`src/rtl/size_keyed_buffer_pool_defines.svh`:
```
// Assertion macros shared by the buffer pool RTL.
// Included by modules that carry concurrent assertions; expects clk and arst_n in scope.
`ifndef SIZE_KEYED_BUFFER_POOL_DEFINES_SVH
`define SIZE_KEYED_BUFFER_POOL_DEFINES_SVH
`ifndef ASSERT_OFF
`define SKBP_ASSERT(label, expr) \
	label: assert property (@(posedge clk) disable iff (!arst_n) (expr)) \
		else $error("assertion failed");
`define SKBP_ASSERT_IMP(label, pre, post) \
	label: assert property (@(posedge clk) disable iff (!arst_n) (pre) |-> (post)) \
		else $error("assertion failed");
`else
`define SKBP_ASSERT(label, expr)
`define SKBP_ASSERT_IMP(label, pre, post)
`endif
`endif

```
`src/rtl/skbp_pkg.sv`:
```
// Shared types and codes for the size keyed buffer pool.
// No dependencies; imported by the cell and the top level.
`timescale 1ns / 1ps
`default_nettype none
package skbp_pkg;
	localparam int SIZE_W = 16;

	localparam logic OP_GET = 1'b0;
	localparam logic OP_PUT = 1'b1;

	localparam logic [1:0] ST_OK        = 2'd0;
	localparam logic [1:0] ST_FULL      = 2'd1;
	localparam logic [1:0] ST_NOT_FOUND = 2'd2;

	typedef struct packed {
		logic              scan_clr;
		logic              take;
		logic              wr_en;
		logic              free_en;
		logic [SIZE_W-1:0] req_size;
	} cell_ctl_t;
endpackage
`default_nettype wire

```
`src/rtl/skbp_cell.sv`:
```
// One pool entry: stored size, busy mark and the scan token stage.
// Depends on skbp_pkg for the control struct.
`timescale 1ns / 1ps
`default_nettype none
module skbp_cell
	import skbp_pkg::*;
#(
	parameter int IW  = 6,
	parameter int IDX = 0
) (
	input  wire logic          clk,
	input  wire logic          arst_n,
	input  wire cell_ctl_t     ctl,
	input  wire logic [IW-1:0] wr_idx,
	input  wire logic [IW-1:0] free_idx,
	input  wire logic          tok_i,
	output logic               tok_o,
	output logic               match_o
);
	localparam logic [IW-1:0] MY_IDX = IW'(IDX);

	logic [SIZE_W-1:0] size_q;
	logic              busy_q;
	logic              tok_q;
	logic              wr_here;

	assign wr_here = ctl.wr_en && (wr_idx == MY_IDX);

	always_ff @(posedge clk) begin
		if (wr_here) begin
			size_q <= ctl.req_size;
		end
	end

	always_ff @(posedge clk or negedge arst_n) begin
		if (!arst_n) begin
			busy_q <= 1'b0;
			tok_q  <= 1'b0;
		end else begin
			tok_q <= ctl.scan_clr ? 1'b0 : tok_i;
			priority if (wr_here) begin
				busy_q <= 1'b1;
			end else if (ctl.take && tok_q) begin
				busy_q <= 1'b1;
			end else if (ctl.free_en && (free_idx == MY_IDX)) begin
				busy_q <= 1'b0;
			end
		end
	end

	assign tok_o   = tok_q;
	assign match_o = tok_q && !busy_q && (size_q == ctl.req_size);
endmodule
`default_nettype wire

```
`src/rtl/size_keyed_buffer_pool.sv`:
```
// Top level of the size keyed buffer pool: request sequencer and the row of entry cells.
// Depends on skbp_pkg, skbp_cell and size_keyed_buffer_pool_defines.svh.
//
// Usage: requests arrive on the input valid/ready channel (op, size, handle) and each
// transaction produces exactly one result on the output valid/ready channel.
// A get sends a token down the row of cells, one cell per cycle, and stops at the
// first free entry of the requested (clamped) size or at the end of the created entries.
// A get registers its result when the token stops, and a put registers its result in the
// cycle after it is accepted. One request is in flight at a time.
// The result register is the only output stage; a new request is taken once it is empty
// or being read in the same cycle, so puts can follow one per cycle while the receiver
// reads each result. While the receiver stalls, the result holds and no new request is
// taken. Reset clears all busy marks, the entry count and both counters; entry sizes are
// written when an entry is created.
`timescale 1ns / 1ps
`default_nettype none
`include "size_keyed_buffer_pool_defines.svh"
module size_keyed_buffer_pool
	import skbp_pkg::*;
#(
	parameter int ENTRIES  = 64,
	parameter int MAX_SIZE = 32768,
	parameter int IW       = $clog2(ENTRIES),
	parameter int CW       = $clog2(ENTRIES + 1)
) (
	input  wire logic              clk,
	input  wire logic              arst_n,
	input  wire logic              in_valid,
	output logic                   in_ready,
	input  wire logic              op,
	input  wire logic [SIZE_W-1:0] size,
	input  wire logic [IW-1:0]     handle,
	output logic                   out_valid,
	input  wire logic              out_ready,
	output logic [IW-1:0]          granted_handle,
	output logic                   hit,
	output logic [1:0]             status,
	output logic [31:0]            hit_total,
	output logic [31:0]            miss_total,
	output logic [CW-1:0]          entries_used
);
	localparam logic [1:0] S_IDLE = 2'd0;
	localparam logic [1:0] S_SCAN = 2'd1;
	localparam logic [20:0] MAX_W = 21'(MAX_SIZE);
	localparam logic [CW-1:0] FULL_COUNT = CW'(ENTRIES);

	logic [1:0]        state_q;
	logic [CW-1:0]     scan_idx_q;
	logic [CW-1:0]     count_q;
	logic [31:0]       hit_q;
	logic [31:0]       miss_q;
	logic [SIZE_W-1:0] req_q;
	logic              out_valid_q;
	logic [IW-1:0]     granted_q;
	logic              hit_flag_q;
	logic [1:0]        status_q;

	logic              accept;
	logic              start;
	logic              put_ok;
	logic [SIZE_W-1:0] size_clamped;
	logic              scan_end;
	logic              any_match;
	logic              finish;
	logic              res_load;
	cell_ctl_t         ctl;
	logic [ENTRIES-1:0] tok_vec;
	logic [ENTRIES-1:0] match_vec;

	assign in_ready     = (state_q == S_IDLE) && (!out_valid_q || out_ready);
	assign accept       = in_valid && in_ready;
	assign start        = accept && (op == OP_GET);
	assign put_ok       = CW'(handle) < count_q;
	assign size_clamped = ({5'd0, size} > MAX_W) ? MAX_W[SIZE_W-1:0] : size;
	assign scan_end     = scan_idx_q == count_q;
	assign any_match    = |match_vec;
	assign finish       = (state_q == S_SCAN) && (scan_end || any_match);
	assign res_load     = (accept && (op == OP_PUT)) || finish;

	always_comb begin
		ctl.scan_clr = finish;
		ctl.take     = (state_q == S_SCAN) && !scan_end && any_match;
		ctl.wr_en    = (state_q == S_SCAN) && scan_end && (count_q != FULL_COUNT);
		ctl.free_en  = accept && (op == OP_PUT) && put_ok;
		ctl.req_size = req_q;
	end

	for (genvar i = 0; i < ENTRIES; i++) begin : g_cell
		logic tok_in;
		if (i == 0) begin : g_head
			assign tok_in = start;
		end else begin : g_link
			assign tok_in = tok_vec[i-1];
		end
		skbp_cell #(
			.IW  (IW),
			.IDX (i)
		) u_cell (
			.clk      (clk),
			.arst_n   (arst_n),
			.ctl      (ctl),
			.wr_idx   (count_q[IW-1:0]),
			.free_idx (handle),
			.tok_i    (tok_in),
			.tok_o    (tok_vec[i]),
			.match_o  (match_vec[i])
		);
	end

	always_ff @(posedge clk) begin
		if (start) begin
			req_q <= size_clamped;
		end
	end

	always_ff @(posedge clk or negedge arst_n) begin
		if (!arst_n) begin
			state_q     <= S_IDLE;
			scan_idx_q  <= '0;
			count_q     <= '0;
			hit_q       <= '0;
			miss_q      <= '0;
			out_valid_q <= 1'b0;
			granted_q   <= '0;
			hit_flag_q  <= 1'b0;
			status_q    <= ST_OK;
		end else begin
			if (res_load) begin
				out_valid_q <= 1'b1;
			end else if (out_valid_q && out_ready) begin
				out_valid_q <= 1'b0;
			end
			unique case (state_q)
				S_IDLE: begin
					if (start) begin
						state_q    <= S_SCAN;
						scan_idx_q <= '0;
					end else if (accept) begin
						granted_q   <= '0;
						hit_flag_q  <= 1'b0;
						status_q    <= put_ok ? ST_OK : ST_NOT_FOUND;
					end
				end
				S_SCAN: begin
					priority if (scan_end) begin
						state_q     <= S_IDLE;
						hit_flag_q  <= 1'b0;
						if (count_q == FULL_COUNT) begin
							granted_q <= '0;
							status_q  <= ST_FULL;
						end else begin
							granted_q <= count_q[IW-1:0];
							status_q  <= ST_OK;
							count_q   <= count_q + CW'(1);
							miss_q    <= (miss_q == '1) ? miss_q : miss_q + 32'd1;
						end
					end else if (any_match) begin
						state_q     <= S_IDLE;
						granted_q   <= scan_idx_q[IW-1:0];
						hit_flag_q  <= 1'b1;
						status_q    <= ST_OK;
						hit_q       <= (hit_q == '1) ? hit_q : hit_q + 32'd1;
					end else begin
						scan_idx_q <= scan_idx_q + CW'(1);
					end
				end
				default: begin
					state_q <= S_IDLE;
				end
			endcase
		end
	end

	assign out_valid      = out_valid_q;
	assign granted_handle = granted_q;
	assign hit            = hit_flag_q;
	assign status         = status_q;
	assign hit_total      = hit_q;
	assign miss_total     = miss_q;
	assign entries_used   = count_q;

	`SKBP_ASSERT(a_one_token, $onehot0(tok_vec))
	`SKBP_ASSERT(a_count_bound, count_q <= FULL_COUNT)
	`SKBP_ASSERT_IMP(a_scan_bound, state_q == S_SCAN, scan_idx_q <= count_q)
	`SKBP_ASSERT_IMP(a_hit_ok, out_valid_q && hit_flag_q, status_q == ST_OK)
	`SKBP_ASSERT_IMP(a_no_out_in_scan, state_q == S_SCAN, !out_valid_q)
endmodule
`default_nettype wire
```
`config.mk`:
```
export PLATFORM = sky130hd
export DESIGN_NAME = size_keyed_buffer_pool
export DESIGN_NICKNAME = d
export VERILOG_FILES = /design/src/rtl/skbp_pkg.sv /design/src/rtl/skbp_cell.sv /design/src/rtl/size_keyed_buffer_pool.sv
export VERILOG_INCLUDE_DIRS = /design/src /design/src/rtl
export SDC_FILE = /design/constraint.sdc
export NUM_CORES = 2
export LEC_CHECK = 0
export BUFFER_PORTS_ARGS = -buffer_cell sky130_fd_sc_hd__clkbuf_2
export CORE_ASPECT_RATIO = 0.8
export CORE_MARGIN = 5
export CORE_UTILIZATION = 55
export CTS_CLUSTER_DIAMETER = 60
export DETAILED_ROUTE_END_ITERATION = 12
export GPL_TIMING_DRIVEN = 0
export MAX_ROUTING_LAYER = met4
export PLACE_DENSITY_LB_ADDON = 0.12
export REMOVE_ABC_BUFFERS = 1
export SYNTH_ARGS = -nofsm -noshare
export SYNTH_HDL_FRONTEND = slang
export SYNTH_HIERARCHICAL = 1
export SYNTH_SLANG_ARGS = --single-unit
export TNS_END_PERCENT = 1
```
`constraint.sdc`:
```
create_clock -name clk -period 7.53 [get_ports clk]
set_input_delay 0 -clock clk [delete_from_list [all_inputs] [get_ports clk]]
set_output_delay 0 -clock clk [all_outputs]
set_load 0.005 [all_outputs]
```
==> impl_metrics.toml <==
[setup_path]
required_ns = 8.07
start_kind = "register"
crit_chain = "buf_16 > buf_16 > buf_16 > buf_16 > buf_8 > buf_8 > xor2_1 > nor4_1 > nand4_1 > nor4_1 > nor4_1 > nand4_1 > nor4_4 > o21ai_4 > buf_12 > nor2b_1"
crit_fanout = 26
end_kind = "register"
worstPathArrival_ns = 6.82
reg2reg_depth = 16
cp_slowest_cell = "nor4_1"
path_class = "reg2reg"
max_stage_delay_ns = 1.10
critPathMostFrequentCell = "buf_16"

[synthesis]
dominantRegCellSynth = "edfxtp_1"
synth.distinct_cells = 57
syn_avg_cell_area_um2 = 15.4
synthArstFlopShare = 0.173
synth_cells = 3516
yosysWarningCount = 6
ys_ff_latch = 1257
synth_edf_count = 1040
synth.cell_area_um2 = 54200
yosysSeqAreaShare = 0.676

[power]
p_per_area_nw_per_um2 = 254
leakagePower_nw = 23.4
ir_worst_vdd_uv = 261

[clock_network]
root_buffer = "clkbuf_16"
path_clk_slew_ns = 0.07
clk_latency_ns = 0.71
cts_max_level = 4
postCtsSetupBuffers = 0
cts_buffer_depth = 3
cts_sinks = 1257
cts_tree = "built"
cts_buffers = 130

[sta]
maxSlewHeadroom = 0.106
period_minus_slack_ns = 6.29
fmax_mhz = 159
finalMaxSlewViolations = 0
skew_ns = 0.0293
hold_viol_final = 0
tightest_slew_ns = 1.34
finalSetupViolCount = 0
post-route-period-util = 0.835
setup_slack_ns = 1.24
rsz0062_at_grt = "false"
setup_tns_ns = 0

[grt]
grt_max_degree = 92
grt_pass1_vias = 34300
grt_first_pass_wirelength_um = 211000
grt_use_total = 0.269
antenna_found_initial = 1
grt.overflow.total = 0

[placed_design]
portBuffers = 108
dpl-instance-area_um2 = 61100
dpl_worst_slack_ns = 1.22
place_inst = 5113
place.gp.congestion = 0.789
hpwl_um = 85600

[routing]
maxUsedRoutingLayer = "met4"
wl_met3_um = 10500
wl_met2_um = 63500
met1_length_um = 59900
vias = 32900
post_drt_wl_per_cell_um = 25.4
final_antenna_net_count = 0
drt_iter0_drc = 3163
first_pass_iters = 5
drc = 0
via_per_inst = 6.09
wl_um = 137000

[floorplanning]
die_h_um = 291
die_area_um2 = 105000
pin_count = 109
coreArea_um2 = 98300
row_count = 103
initial_utilization = 0.552
dieWidth_um = 361

[cells_and_area]
final_layout_size_suffix_gt1_frac = 0.147
multi_input_area_um2 = 17700
nFillCells = 6464
finalNonFillerCells = 5396
regArea_um2 = 36700
utilization = 0.668
syn_to_final_growth_pct = 21.1
final_common_cell = "edfxtp_1"
final_cell_mix = "edfxtp_1, xor2_1, nor4_1"
design_area_um2 = 65700
nets = 4017

[hold_path]
hold_depth = 3
hp-class = "in2reg"

[flow_run]
drv_cap = 0

[status]
status = "finished clean"
==> worst paths after layout <==
| kind | from | to | slack (ns) |
|---|---|---|---|
| worst min register to register | miss_total[23] | miss_total[23] | 0.49 |
| max in group asynchronous | arst_n | g_cell[22].u_cell/busy_q | 6.13 |
| worst max-delay path | req_q[0] | g_cell[30].u_cell/tok_o | 1.24 |
| min in group asynchronous | arst_n | hit_total[31] | 0.40 |
| worst max register to register | req_q[0] | g_cell[30].u_cell/tok_o | 1.24 |
| worst min-delay path | size[2] | req_q[2] | 0.17 |
==> metrics by stage <==
| step | hold slack (ns) | power [W] |
|---|---|---|
| after floorplan | -0.296 | 0.00920 |
| after global placement | 0.290 | 0.0100 |
| after detailed placement | 0.00284 | 0.0106 |
| after CTS | 0.0994 | 0.0167 |
| after global routing | 0.183 | 0.0172 |
| final | 0.165 | 0.0167 |
==> cells by family after synthesis <==
family                   Yosys count  share of synthesized area
adder cells (fa/ha/maj)           10                    0.00231
AND/OR/NAND/NOR                 1002                      0.124
flip-flops                      1257                      0.676
buffers and inverters             31                    0.00235
XOR/XNOR                        1099                      0.177
multiplexers                       6                    0.00120
AO/OA/AOI/OAI                    111                     0.0163
==> Yosys cell counts (all sizes together), types with 3 or more instances <==
cell type / number / share of area
nand4: 124 / 0.014
or4: 7 / 0.0011
nand3: 59 / 0.0054
nor4bb: 18 / 0.0033
nor4b: 19 / 0.0039
nor2b: 84 / 0.0097
or4b: 23 / 0.0048
nand4b: 48 / 0.0078
inv: 18 / 0.0012
ha: 10 / 0.0023
and2: 7 / 0.00081
nor3: 48 / 0.0060
a21oi: 21 / 0.0019
and3: 25 / 0.0029
xnor2: 65 / 0.010
o21ai: 10 / 0.00099
dfrtp: 217 / 0.10
a21o: 3 / 0.00042
mux2: 4 / 0.00083
and4: 15 / 0.0024
o31ai: 16 / 0.0022
edfxtp: 1040 / 0.58
xor2: 1034 / 0.17
clkbuf: 6 / 0.00042
a221o: 47 / 0.0087
nor3b: 77 / 0.011
nand4bb: 9 / 0.0019
and4b: 4 / 0.00074
nor4: 284 / 0.038
buf: 7 / 0.00069
nor2: 40 / 0.0028
o41ai: 3 / 0.00048
nand2: 105 / 0.0073
==> power by group <==
part,switching [W],internal (W)
logic,0.00143,0.000974
clock network,0.00259,0.00358
registers,0.000297,0.00778
==> critical path, delay by kind of cell, from the launching register on <==
family | cells | cell delay [ns]
compound gates | 1 | 0.45
xor+xnor | 1 | 0.15
buf+inv | 7 | 1.43
flops | 1 | 0.85
simple gates | 7 | 3.13
==> flip-flops by register name (all words and copies together) (netlist names) <==
| signal | count |
|---|---|
| g_cell.u_cell/size_q | 1024 |
| g_cell.u_cell/busy_q | 64 |
| g_cell.u_cell/tok_o | 64 |
| hit_total | 32 |
| miss_total | 32 |
| req_q | 16 |
| entries_used | 7 |
| scan_idx_q | 7 |
| granted_handle | 6 |
| status | 2 |
| hit | 1 |
| out_valid | 1 |
| state_q | 1 |
==> metal layers <==
layer  up-vias  global-route usage
met5         -                   -
met2      1309               0.406
met3       254              0.0522
li1      14300                   -
met1     17000               0.380
met4         0              0.0700
==> area by class of cell <==
type | instances | share of cell area
antenna | 1 | 0.0000381
clock buffer | 185 | 0.0572
clock inverter | 50 | 0.00524
inverter | 18 | 0.00103
multi-input combinational | 2228 | 0.269
sequential | 1257 | 0.559
tap | 1312 | 0.0250
timing repair buffer | 345 | 0.0840
==> repair_timing <==
| action | CTS | global route |
|---|---|---|
| endpoints found under the setup margin | 0 | 0 |
| hold endpoints to repair | 168 | 0 |
| resized for setup | 0 | 0 |
| hold buffers | 47 | 0 |
Note: power is estimated with default switching activity, not from simulation.
